==> config.mk <==
export PLATFORM = sky130hd
export DESIGN_NAME = sorted_ready_queue_with_rotate_flat
export DESIGN_NICKNAME = d
export VERILOG_FILES = /design/src/rtl/srq_pkg.sv /design/src/rtl/srq_if.sv /design/src/rtl/sorted_ready_queue_with_rotate.sv /design/src/rtl/srq_cell.sv /design/src/flat_wrapper.sv
export SDC_FILE = /design/constraint.sdc
export NUM_CORES = 1
export LEC_CHECK = 0
export BUFFER_PORTS_ARGS = -buffer_cell sky130_fd_sc_hd__buf_4
export CAP_MARGIN = 20
export CORE_MARGIN = 5
export CORE_UTILIZATION = 64
export CTS_BUF_LIST = sky130_fd_sc_hd__clkbuf_4 sky130_fd_sc_hd__clkbuf_8
export DETAILED_ROUTE_END_ITERATION = 6
export PLACE_DENSITY_LB_ADDON = 0.12
export SETUP_SLACK_MARGIN = 0.2
export SLEW_MARGIN = 20
export SYNTH_ARGS = -nofsm -noshare
export SYNTH_HDL_FRONTEND = slang
export SYNTH_SLANG_ARGS = --single-unit
export TNS_END_PERCENT = 1
==> constraint.sdc <==
create_clock -name clk_i -period 3.8 [get_ports clk_i]
set_input_delay 0.38 -clock clk_i [delete_from_list [all_inputs] [get_ports clk_i]]
set_output_delay 0.38 -clock clk_i [all_outputs]
set_load 0.02 [all_outputs]
==> src/rtl/srq_pkg.sv <==
// ----------------------------------------------------------------------------
// srq_pkg: shared types for the sorted ready queue
// Operation and status codes, fixed field widths, and the per-cell
// control and flag bundles.
// ----------------------------------------------------------------------------
package srq_pkg;

  localparam int unsigned FUNC_W     = 2;
  localparam int unsigned IN_ID_W    = 4;
  localparam int unsigned IN_PRIO_W  = 4;
  localparam int unsigned STATUS_W   = 2;
  localparam int unsigned OUT_ID_W   = 4;
  localparam int unsigned OUT_PRIO_W = 4;
  localparam int unsigned TOTAL_W    = 4;

  typedef enum logic [FUNC_W-1:0] {
    FN_PUSH   = 2'd0,
    FN_POP    = 2'd1,
    FN_REMOVE = 2'd2,
    FN_ROTATE = 2'd3
  } func_e;

  typedef enum logic [STATUS_W-1:0] {
    SR_OK        = 2'd0,
    SR_FULL      = 2'd1,
    SR_EMPTY     = 2'd2,
    SR_NOT_FOUND = 2'd3
  } status_e;

  // broadcast and neighbor control into one cell
  typedef struct packed {
    logic  en;         // operation commits this cycle
    func_e op;
    logic  occ;        // cell holds a queued entry
    logic  tail;       // cell is the first free slot
    logic  left_gt;    // left neighbor ranks behind the new entry
    logic  right_eqh;  // right neighbor shares the head priority
    logic  rm_shift;   // cell sits at or behind the removed entry
  } cell_ctrl_t;

  typedef struct packed {
    logic gt;     // occupied, priority worse than the pushed one
    logic match;  // occupied, id equals the given id
    logic eqh;    // occupied, priority equals the head priority
  } cell_flag_t;

endpackage

==> src/rtl/srq_if.sv <==
// ----------------------------------------------------------------------------
// srq_if: request and response channels of the sorted ready queue
// Valid/ready channels; a beat moves when valid and ready are both high.
// ----------------------------------------------------------------------------
interface srq_req_if;
  logic                          valid;
  logic                          ready;
  logic [srq_pkg::FUNC_W-1:0]    func;
  logic [srq_pkg::IN_ID_W-1:0]   thread_id;
  logic [srq_pkg::IN_PRIO_W-1:0] thread_priority;

  modport source (output valid, func, thread_id, thread_priority, input ready);
  modport sink   (input valid, func, thread_id, thread_priority, output ready);
endinterface

interface srq_rsp_if;
  logic                           valid;
  logic                           ready;
  logic [srq_pkg::STATUS_W-1:0]   status;
  logic [srq_pkg::OUT_ID_W-1:0]   served_thread;
  logic [srq_pkg::OUT_PRIO_W-1:0] served_priority;
  logic                           head_valid;
  logic [srq_pkg::OUT_ID_W-1:0]   head_thread;
  logic [srq_pkg::OUT_PRIO_W-1:0] head_priority;
  logic [srq_pkg::TOTAL_W-1:0]    item_total;

  modport source (output valid, status, served_thread, served_priority, head_valid,
                  head_thread, head_priority, item_total, input ready);
  modport sink   (input valid, status, served_thread, served_priority, head_valid,
                  head_thread, head_priority, item_total, output ready);
endinterface

==> src/rtl/sorted_ready_queue_with_rotate.sv <==
// ----------------------------------------------------------------------------
// sorted_ready_queue_with_rotate: priority-sorted thread ready queue
// Row of slot cells kept in service order; push, pop, remove and
// round-robin rotate of the head, one response beat per request beat.
// ----------------------------------------------------------------------------
//  channel  | dir | beat contents
//  ---------+-----+--------------------------------------------------------
//  req_i    | in  | func, thread_id, thread_priority
//  rsp_o    | out | status, served thread/priority, head, item_total
//
//  A request is accepted in S_IDLE, which updates all cells at once;
//  S_REPORT then registers the response, and the response register holds
//  in S_HOLD until taken. One request is in flight; a new request is taken
//  only after the previous response beat. Reset clears the count and
//  control; slot contents need no reset.
// ----------------------------------------------------------------------------
module sorted_ready_queue_with_rotate #(
  parameter int unsigned MAX_ITEMS = 8,
  parameter int unsigned ID_BITS   = 4,
  parameter int unsigned PRIO_BITS = 4
) (
  input  logic      clk_i,
  input  logic      rst_ni,
  srq_req_if.sink   req_i,
  srq_rsp_if.source rsp_o
);
  import srq_pkg::*;

  localparam int unsigned CNT_W = $clog2(MAX_ITEMS + 1);

  typedef enum logic [2:0] {
    S_IDLE   = 3'b001,
    S_REPORT = 3'b010,
    S_HOLD   = 3'b100
  } state_e;

  state_e state_q, state_d;
  logic [CNT_W-1:0] cnt_q, cnt_d;

  logic [ID_BITS-1:0]   cell_tid [MAX_ITEMS];
  logic [PRIO_BITS-1:0] cell_pri [MAX_ITEMS];
  cell_flag_t           cell_flag [MAX_ITEMS];
  cell_ctrl_t           cell_ctrl [MAX_ITEMS];

  logic [MAX_ITEMS-1:0] occ, tail, gt_v, match_v, eqh_v, first_v, rm_v;

  logic [ID_BITS-1:0]   new_tid;
  logic [PRIO_BITS-1:0] new_pri;
  func_e                op;
  status_e              status;
  logic                 req_acc, op_en;

  status_e                status_q;
  logic [OUT_ID_W-1:0]    srv_tid_q, srv_tid_d;
  logic [OUT_PRIO_W-1:0]  srv_pri_q, srv_pri_d;
  logic                   hv_q;
  logic [OUT_ID_W-1:0]    htid_q;
  logic [OUT_PRIO_W-1:0]  hpri_q;
  logic [TOTAL_W-1:0]     total_q;

  assign new_tid = ID_BITS'({{ID_BITS{1'b0}}, req_i.thread_id});
  assign new_pri = PRIO_BITS'({{PRIO_BITS{1'b0}}, req_i.thread_priority});
  assign op      = func_e'(req_i.func);

  assign req_i.ready = (state_q == S_IDLE);
  assign req_acc     = req_i.valid && req_i.ready;

  always_comb begin
    for (int i = 0; i < MAX_ITEMS; i++) begin
      occ[i]     = CNT_W'(i) < cnt_q;
      tail[i]    = cnt_q == CNT_W'(i);
      gt_v[i]    = cell_flag[i].gt;
      match_v[i] = cell_flag[i].match;
      eqh_v[i]   = cell_flag[i].eqh;
    end
  end

  // first matching slot, then every slot at or behind it shifts up
  assign first_v = match_v & (~match_v + MAX_ITEMS'(1));
  assign rm_v    = ~(first_v - MAX_ITEMS'(1));

  always_comb begin
    status = SR_OK;
    case (op)
      FN_PUSH:   if (cnt_q == CNT_W'(MAX_ITEMS)) status = SR_FULL;
      FN_POP:    if (cnt_q == '0) status = SR_EMPTY;
      FN_REMOVE: begin
        if (cnt_q == '0)     status = SR_EMPTY;
        else if (~|match_v)  status = SR_NOT_FOUND;
      end
      FN_ROTATE: if (cnt_q == '0) status = SR_EMPTY;
      default:   status = SR_OK;
    endcase
  end

  assign op_en = req_acc && (status == SR_OK);

  always_comb begin
    cnt_d = cnt_q;
    if (op_en) begin
      case (op)
        FN_PUSH:   cnt_d = cnt_q + CNT_W'(1);
        FN_POP:    cnt_d = cnt_q - CNT_W'(1);
        FN_REMOVE: cnt_d = cnt_q - CNT_W'(1);
        default:   cnt_d = cnt_q;
      endcase
    end
  end

  always_comb begin
    srv_tid_d = '0;
    srv_pri_d = '0;
    if (op_en && (op == FN_POP || op == FN_ROTATE)) begin
      srv_tid_d = OUT_ID_W'({{OUT_ID_W{1'b0}}, cell_tid[0]});
      srv_pri_d = OUT_PRIO_W'({{OUT_PRIO_W{1'b0}}, cell_pri[0]});
    end
  end

  for (genvar g = 0; g < MAX_ITEMS; g++) begin : g_cell
    localparam int unsigned R = (g + 1 < MAX_ITEMS) ? g + 1 : g;

    always_comb begin
      cell_ctrl[g].en        = op_en;
      cell_ctrl[g].op        = op;
      cell_ctrl[g].occ       = occ[g];
      cell_ctrl[g].tail      = tail[g];
      cell_ctrl[g].left_gt   = (g > 0) ? gt_v[(g > 0) ? g - 1 : 0] : 1'b0;
      cell_ctrl[g].right_eqh = (g + 1 < MAX_ITEMS) ? eqh_v[R] : 1'b0;
      cell_ctrl[g].rm_shift  = rm_v[g];
    end

    srq_cell #(
      .ID_BITS   (ID_BITS),
      .PRIO_BITS (PRIO_BITS)
    ) u_cell (
      .clk_i       (clk_i),
      .ctrl_i      (cell_ctrl[g]),
      .new_tid_i   (new_tid),
      .new_pri_i   (new_pri),
      .head_tid_i  (cell_tid[0]),
      .head_pri_i  (cell_pri[0]),
      .left_tid_i  (cell_tid[(g > 0) ? g - 1 : 0]),
      .left_pri_i  (cell_pri[(g > 0) ? g - 1 : 0]),
      .right_tid_i (cell_tid[R]),
      .right_pri_i (cell_pri[R]),
      .tid_o       (cell_tid[g]),
      .pri_o       (cell_pri[g]),
      .flag_o      (cell_flag[g])
    );
  end

  always_comb begin
    state_d = state_q;
    case (state_q)
      S_IDLE:   if (req_acc) state_d = S_REPORT;
      S_REPORT: state_d = S_HOLD;
      S_HOLD:   if (rsp_o.ready) state_d = S_IDLE;
      default:  state_d = S_IDLE;
    endcase
  end

  always_ff @(posedge clk_i or negedge rst_ni) begin
    if (!rst_ni) begin
      state_q <= S_IDLE;
      cnt_q   <= '0;
    end else begin
      state_q <= state_d;
      cnt_q   <= cnt_d;
    end
  end

  always_ff @(posedge clk_i) begin
    if (req_acc) begin
      status_q  <= status;
      srv_tid_q <= srv_tid_d;
      srv_pri_q <= srv_pri_d;
    end
    // cells have settled by now; capture the new head
    if (state_q == S_REPORT) begin
      hv_q    <= cnt_q != '0;
      htid_q  <= (cnt_q != '0) ? OUT_ID_W'({{OUT_ID_W{1'b0}}, cell_tid[0]}) : '0;
      hpri_q  <= (cnt_q != '0) ? OUT_PRIO_W'({{OUT_PRIO_W{1'b0}}, cell_pri[0]}) : '0;
      total_q <= TOTAL_W'({{TOTAL_W{1'b0}}, cnt_q});
    end
  end

  assign rsp_o.valid           = (state_q == S_HOLD);
  assign rsp_o.status          = status_q;
  assign rsp_o.served_thread   = srv_tid_q;
  assign rsp_o.served_priority = srv_pri_q;
  assign rsp_o.head_valid      = hv_q;
  assign rsp_o.head_thread     = htid_q;
  assign rsp_o.head_priority   = hpri_q;
  assign rsp_o.item_total      = total_q;

`ifndef SYNTHESIS
  logic [MAX_ITEMS-2:0] sorted_ok;

  always_comb begin
    for (int i = 0; i + 1 < MAX_ITEMS; i++) begin
      sorted_ok[i] = !occ[i+1] || (cell_pri[i] <= cell_pri[i+1]);
    end
  end

  a_cnt_bound: assert property (@(posedge clk_i) disable iff (!rst_ni)
    cnt_q <= CNT_W'(MAX_ITEMS))
    else $error("queue count above capacity");

  a_sorted: assert property (@(posedge clk_i) disable iff (!rst_ni)
    &sorted_ok)
    else $error("occupied slots out of priority order");

  a_report: assert property (@(posedge clk_i) disable iff (!rst_ni)
    req_acc |=> (state_q == S_REPORT))
    else $error("request beat not followed by report cycle");

  a_head_valid: assert property (@(posedge clk_i) disable iff (!rst_ni)
    rsp_o.valid |-> (rsp_o.head_valid == (cnt_q != '0)))
    else $error("head_valid disagrees with queue count");
`endif

endmodule

==> src/rtl/srq_cell.sv <==
// ----------------------------------------------------------------------------
// srq_cell: one slot of the sorted queue
// Holds one entry and picks its next value from itself, its left or right
// neighbor, the pushed entry or the rotated head.
// ----------------------------------------------------------------------------
module srq_cell #(
  parameter int unsigned ID_BITS   = 4,
  parameter int unsigned PRIO_BITS = 4
) (
  input  logic                   clk_i,
  input  srq_pkg::cell_ctrl_t    ctrl_i,
  input  logic [ID_BITS-1:0]     new_tid_i,
  input  logic [PRIO_BITS-1:0]   new_pri_i,
  input  logic [ID_BITS-1:0]     head_tid_i,
  input  logic [PRIO_BITS-1:0]   head_pri_i,
  input  logic [ID_BITS-1:0]     left_tid_i,
  input  logic [PRIO_BITS-1:0]   left_pri_i,
  input  logic [ID_BITS-1:0]     right_tid_i,
  input  logic [PRIO_BITS-1:0]   right_pri_i,
  output logic [ID_BITS-1:0]     tid_o,
  output logic [PRIO_BITS-1:0]   pri_o,
  output srq_pkg::cell_flag_t    flag_o
);
  import srq_pkg::*;

  logic [ID_BITS-1:0]   tid_q, tid_d;
  logic [PRIO_BITS-1:0] pri_q, pri_d;

  assign flag_o.gt    = ctrl_i.occ && (pri_q > new_pri_i);
  assign flag_o.match = ctrl_i.occ && (tid_q == new_tid_i);
  assign flag_o.eqh   = ctrl_i.occ && (pri_q == head_pri_i);

  always_comb begin
    tid_d = tid_q;
    pri_d = pri_q;
    if (ctrl_i.en) begin
      case (ctrl_i.op)
        FN_PUSH: begin
          if (ctrl_i.left_gt) begin
            tid_d = left_tid_i;
            pri_d = left_pri_i;
          end else if (flag_o.gt || ctrl_i.tail) begin
            tid_d = new_tid_i;
            pri_d = new_pri_i;
          end
        end
        FN_POP: begin
          tid_d = right_tid_i;
          pri_d = right_pri_i;
        end
        FN_REMOVE: begin
          if (ctrl_i.rm_shift) begin
            tid_d = right_tid_i;
            pri_d = right_pri_i;
          end
        end
        FN_ROTATE: begin
          // run of head priority slides up, head drops into the last slot of it
          if (ctrl_i.right_eqh) begin
            tid_d = right_tid_i;
            pri_d = right_pri_i;
          end else if (flag_o.eqh) begin
            tid_d = head_tid_i;
            pri_d = head_pri_i;
          end
        end
        default: begin
          tid_d = tid_q;
          pri_d = pri_q;
        end
      endcase
    end
  end

  always_ff @(posedge clk_i) begin
    tid_q <= tid_d;
    pri_q <= pri_d;
  end

  assign tid_o = tid_q;
  assign pri_o = pri_q;

endmodule
==> src/flat_wrapper.sv <==
// flat-port wrapper written by rule: the top's interface ports become plain ports
module sorted_ready_queue_with_rotate_flat import srq_pkg::*;
#(
  parameter int unsigned MAX_ITEMS = 8,
  parameter int unsigned ID_BITS   = 4,
  parameter int unsigned PRIO_BITS = 4
)
  (clk_i, rst_ni, req_i_valid, req_i_func, req_i_thread_id, req_i_thread_priority, req_i_ready, rsp_o_valid, rsp_o_status, rsp_o_served_thread, rsp_o_served_priority, rsp_o_head_valid, rsp_o_head_thread, rsp_o_head_priority, rsp_o_item_total, rsp_o_ready);
  srq_req_if req_i_i ();
  srq_rsp_if rsp_o_i ();
  input  logic clk_i;
  input  logic rst_ni;
  input wire logic [$bits(req_i_i.valid)-1:0] req_i_valid;
  input wire logic [$bits(req_i_i.func)-1:0] req_i_func;
  input wire logic [$bits(req_i_i.thread_id)-1:0] req_i_thread_id;
  input wire logic [$bits(req_i_i.thread_priority)-1:0] req_i_thread_priority;
  output wire logic [$bits(req_i_i.ready)-1:0] req_i_ready;
  output wire logic [$bits(rsp_o_i.valid)-1:0] rsp_o_valid;
  output wire logic [$bits(rsp_o_i.status)-1:0] rsp_o_status;
  output wire logic [$bits(rsp_o_i.served_thread)-1:0] rsp_o_served_thread;
  output wire logic [$bits(rsp_o_i.served_priority)-1:0] rsp_o_served_priority;
  output wire logic [$bits(rsp_o_i.head_valid)-1:0] rsp_o_head_valid;
  output wire logic [$bits(rsp_o_i.head_thread)-1:0] rsp_o_head_thread;
  output wire logic [$bits(rsp_o_i.head_priority)-1:0] rsp_o_head_priority;
  output wire logic [$bits(rsp_o_i.item_total)-1:0] rsp_o_item_total;
  input wire logic [$bits(rsp_o_i.ready)-1:0] rsp_o_ready;
  assign req_i_i.valid = req_i_valid;
  assign req_i_i.func = req_i_func;
  assign req_i_i.thread_id = req_i_thread_id;
  assign req_i_i.thread_priority = req_i_thread_priority;
  assign req_i_ready = req_i_i.ready;
  assign rsp_o_valid = rsp_o_i.valid;
  assign rsp_o_status = rsp_o_i.status;
  assign rsp_o_served_thread = rsp_o_i.served_thread;
  assign rsp_o_served_priority = rsp_o_i.served_priority;
  assign rsp_o_head_valid = rsp_o_i.head_valid;
  assign rsp_o_head_thread = rsp_o_i.head_thread;
  assign rsp_o_head_priority = rsp_o_i.head_priority;
  assign rsp_o_item_total = rsp_o_i.item_total;
  assign rsp_o_i.ready = rsp_o_ready;
  sorted_ready_queue_with_rotate #(.MAX_ITEMS(MAX_ITEMS), .ID_BITS(ID_BITS), .PRIO_BITS(PRIO_BITS)) u_core (.clk_i(clk_i), .rst_ni(rst_ni), .req_i(req_i_i), .rsp_o(rsp_o_i));
endmodule
==> flow_summary.toml <==
[final_layout]
final-instance-count-excl-fill = 816
drive_above_1_share_pct = 16.3
antenna_cells_inserted = 0
postLayoutCellArea_mm2 = 0.00739
fillerInstances = 781
area.growth.synth_to_final_pct = 8.25
final_nets = 731

[critical_path]
crit_fanout = 11
worst_setup_path_end_kind = "register"
cpPeakStageDelay_ns = 0.62
crit_path_class = "reg -> reg"
cp.arrival_ns = 3.31
reg2regPathDepth = 10
worst_ep_required_time_ns = 3.90
critical_path_buf_inv_count = 4
reg2reg_slack_ns = 0.58
crit_path_top_delay_cell = "or4_4"
path_cells = "inv_1, ha_1, inv_1, a21oi_1, or4_4, nand4_4, o31ai_4, buf_4, nor4_1, buf_4"
reg2reg_to = "u_core.g_cell[4].u_cell.pri_o[2]"
startpoint = "u_core.cnt_q[0]"
worstSetupStartpointType = "register"
critPathCapture = "u_core.g_cell[4].u_cell.pri_o[2]"
count_of_cell_instances_traversed_by_the_critical_path = 10
cpLargestDelayFamily = "simple AND/OR/NAND/NOR gates"
r2r_start = "u_core.cnt_q[0]"

[sta]
worst_pin_slew_ns = 1.00
fin_crit_sh_pct = 84.7
grt_setup_unrepaired = "false"
setup_violations = 0
worst_clock_skew_on_the_final_layout_ns = 0.00961
timing.slew.headroom_pct = 32.9
fmax_ghz = 0.311
timing_max_transition_violations_final = 0
fin_tns_setup_ns = 0
finalHoldViolations = 0
post-route-min-period_ns = 3.22

[synth]
synth.most_common_cell = "edfxtp_1"
yosys_warnings = 0
post_synth_edffs = 87
synth_largest_type_area_fraction_pct = 38.3
ys.flop_type = "edfxtp_1"
post_synth_most_frequent_cells = "87 x edfxtp_1, 67 x a21oi_1, 44 x a221oi_1, 41 x ha_1, 39 x clkbuf_1"
ys_ff_latch = 94
synthesis.area_mm2 = 0.00683
synth_top_cells_by_area = "edfxtp_1 38%, ha_1 7.5%, a221oi_1 5.6%"
syn_avg_cell_area_um2 = 10.4
synth-async-reset-ratio_pct = 7.45
synth.lib_cells_used.distinct = 53
postSynthNetCount = 713
synthCells = 658
synth_area_leader_cell = "edfxtp_1"
synth-seq-area-share_pct = 40.9

[pwr]
vdd.ir_drop.worst_v = 0.000289
power.net_switching_mw = 1.64
power-per-cell-area_mw_per_mm2 = 552
pwr-share-comb_pct = 43.3
power_switching_share_pct = 40.3
share_clk_of_total_power_pct = 14.6
internal_power_mw = 2.44
share_of_total_power_in_sequential_cells_pct = 42.1
leakagePower_nw = 2.80

[min_path]
worstHoldPathType = "in -> reg"

[status]
status = "finished, final reports clean"

[floorplanning]
placeableCoreArea_mm2 = 0.0104
chipWidth_um = 113
placementRows = 37
chipHeight_um = 113
io_pins = 39
dieArea_mm2 = 0.0128
initial_utilization_pct = 65.8

[drt]
wire_per_inst_um = 22.6
detail_route.wirelength_mm = 18.4
drc_errors = 0
drt_iter0_markers = 646
vias = 5555
detail_route.first_pass.iterations = 5
antenna_violating_nets_post_route = 0
avgViaCountPerCell = 6.81

[clock_network]
cts_resized = 0
cts_setup_buffers = 0
maximum_count_of_clock_buffers_along_a_single_path = 2
h_tree_depth_reported_by_cts = 3
clkSlewWorstSetupHoldPaths_ns = 0.09
number_of_sinks_driven_by_the_clock_tree = 94
cts_root_cell = "clkbuf_8"
cts_hold_buffers = 1
worst_skew_pair.late_latency_ns = 0.38
cts_inserted_buffers = 9
cts_tree = "built"

[global_routing]
first_global_vias = 5370
grt_usage_pct = 28.9
first_pass_grt_wire_length_mm = 28.9
antenna_found_initial = 0
maximum_number_of_pins_on_one_net_before_global_route_repair = 76
global_route.overflow_total = 0

[place]
gp_routability_congestion = 0.954
place_area_mm2 = 0.00722
io_buffers = 38
detailed_place_hpwl_mm = 12.7
placedCellCount = 800

[run]
drv_cap = 0
[through the flow]
| step | setup WS [ns] | util (%) | power, mW | hold slack (ns) |
|---|---|---|---|---|
| after CTS | 0.689 | 71.3 | 4.05 | 0.143 |
| final | 0.581 | 71.3 | 4.08 | 0.145 |
| after detailed placement | 0.694 | 69.6 | 3.47 | 0.199 |
| after global routing | 0.389 | 71.3 | 4.30 | 0.150 |
| after global placement | 0.735 | 69.6 | 3.41 | 0.198 |
| after floorplan | 0.317 | - | 2.93 | 0.0844 |
[power groups by stage]
stage	combinational (mW)	clock, mW	sequential, mW
finish	1.77	0.594	1.72
global route	1.92	0.632	1.74
CTS	1.75	0.592	1.71
detailed placement	1.74	0	1.73
global placement	1.69	0	1.72
floorplan	1.27	0	1.66
[flip-flops by register name, summed over array words and instances (netlist names)]
register,count
u_core.cnt_q,4
u_core.g_cell.u_cell.pri_o,32
u_core.g_cell.u_cell.tid_o,32
u_core.rsp_o.head_priority,4
u_core.rsp_o.head_thread,4
u_core.rsp_o.head_valid,1
u_core.rsp_o.item_total,4
u_core.rsp_o.served_priority,4
u_core.rsp_o.served_thread,4
u_core.rsp_o.status,2
u_core.state_q,3
[layout make-up]
type	instances	area, µm²	share of cell area [%]
Multi-Input combinational cell	486	3720	50.4
Sequential cell	94	2790	37.7
Timing Repair Buffer	60	453	6.13
Tap cell	136	170	2.30
Clock buffer	12	146	1.98
Inverter	25	93.8	1.27
Clock inverter	3	12.5	0.169
[cell families after synthesis]
kind of cell | share of synthesized area [%]
DFF | 40.9
and+or+nand+nor | 11.0
AOI/OAI and AO/OA | 17.8
buffers and inverters | 4.88
muxes | 9.71
adders and majority gates | 7.51
xor gates and xnor gates | 8.21
[per-layer routing]
metal | vias to the layer above | GRT usage [%] | share of wire (%)
li1 | 2523 | - | -
met1 | 2670 | 37.0 | 39
met2 | 308 | 47.6 | 47
met3 | 54 | 5.56 | 11
met4 | 0 | 13.3 | 3.1
met5 | - | 0 | 0
[cell usage in the layout, fill, tap and decap left out, types with 17 or more instances in the layout]
cell	n
ha_1	39
o21ai_0	17
a221oi_1	44
inv_1	24
buf_4	59
xnor2_1	31
mux2_2	26
nand2_1	30
mux2i_1	37
edfxtp_1	87
nor2_1	34
a21oi_1	67
xor2_1	33
[worst min-delay path by stage]
stage / startpoint / endpoint / depth (start not counted)
2_1_floorplan: rst_ni / u_core.cnt_q[0] / 0
3_3_place_gp: rst_ni / u_core.state_q[1] / 1
3_5_place_dp: rst_ni / u_core.state_q[2] / 1
4_1_cts: req_i_valid / u_core.state_q[0] / 2
5_1_grt: req_i_valid / u_core.state_q[0] / 2
6_report: req_i_valid / u_core.state_q[0] / 2
Power figures use the tool's default switching activity.
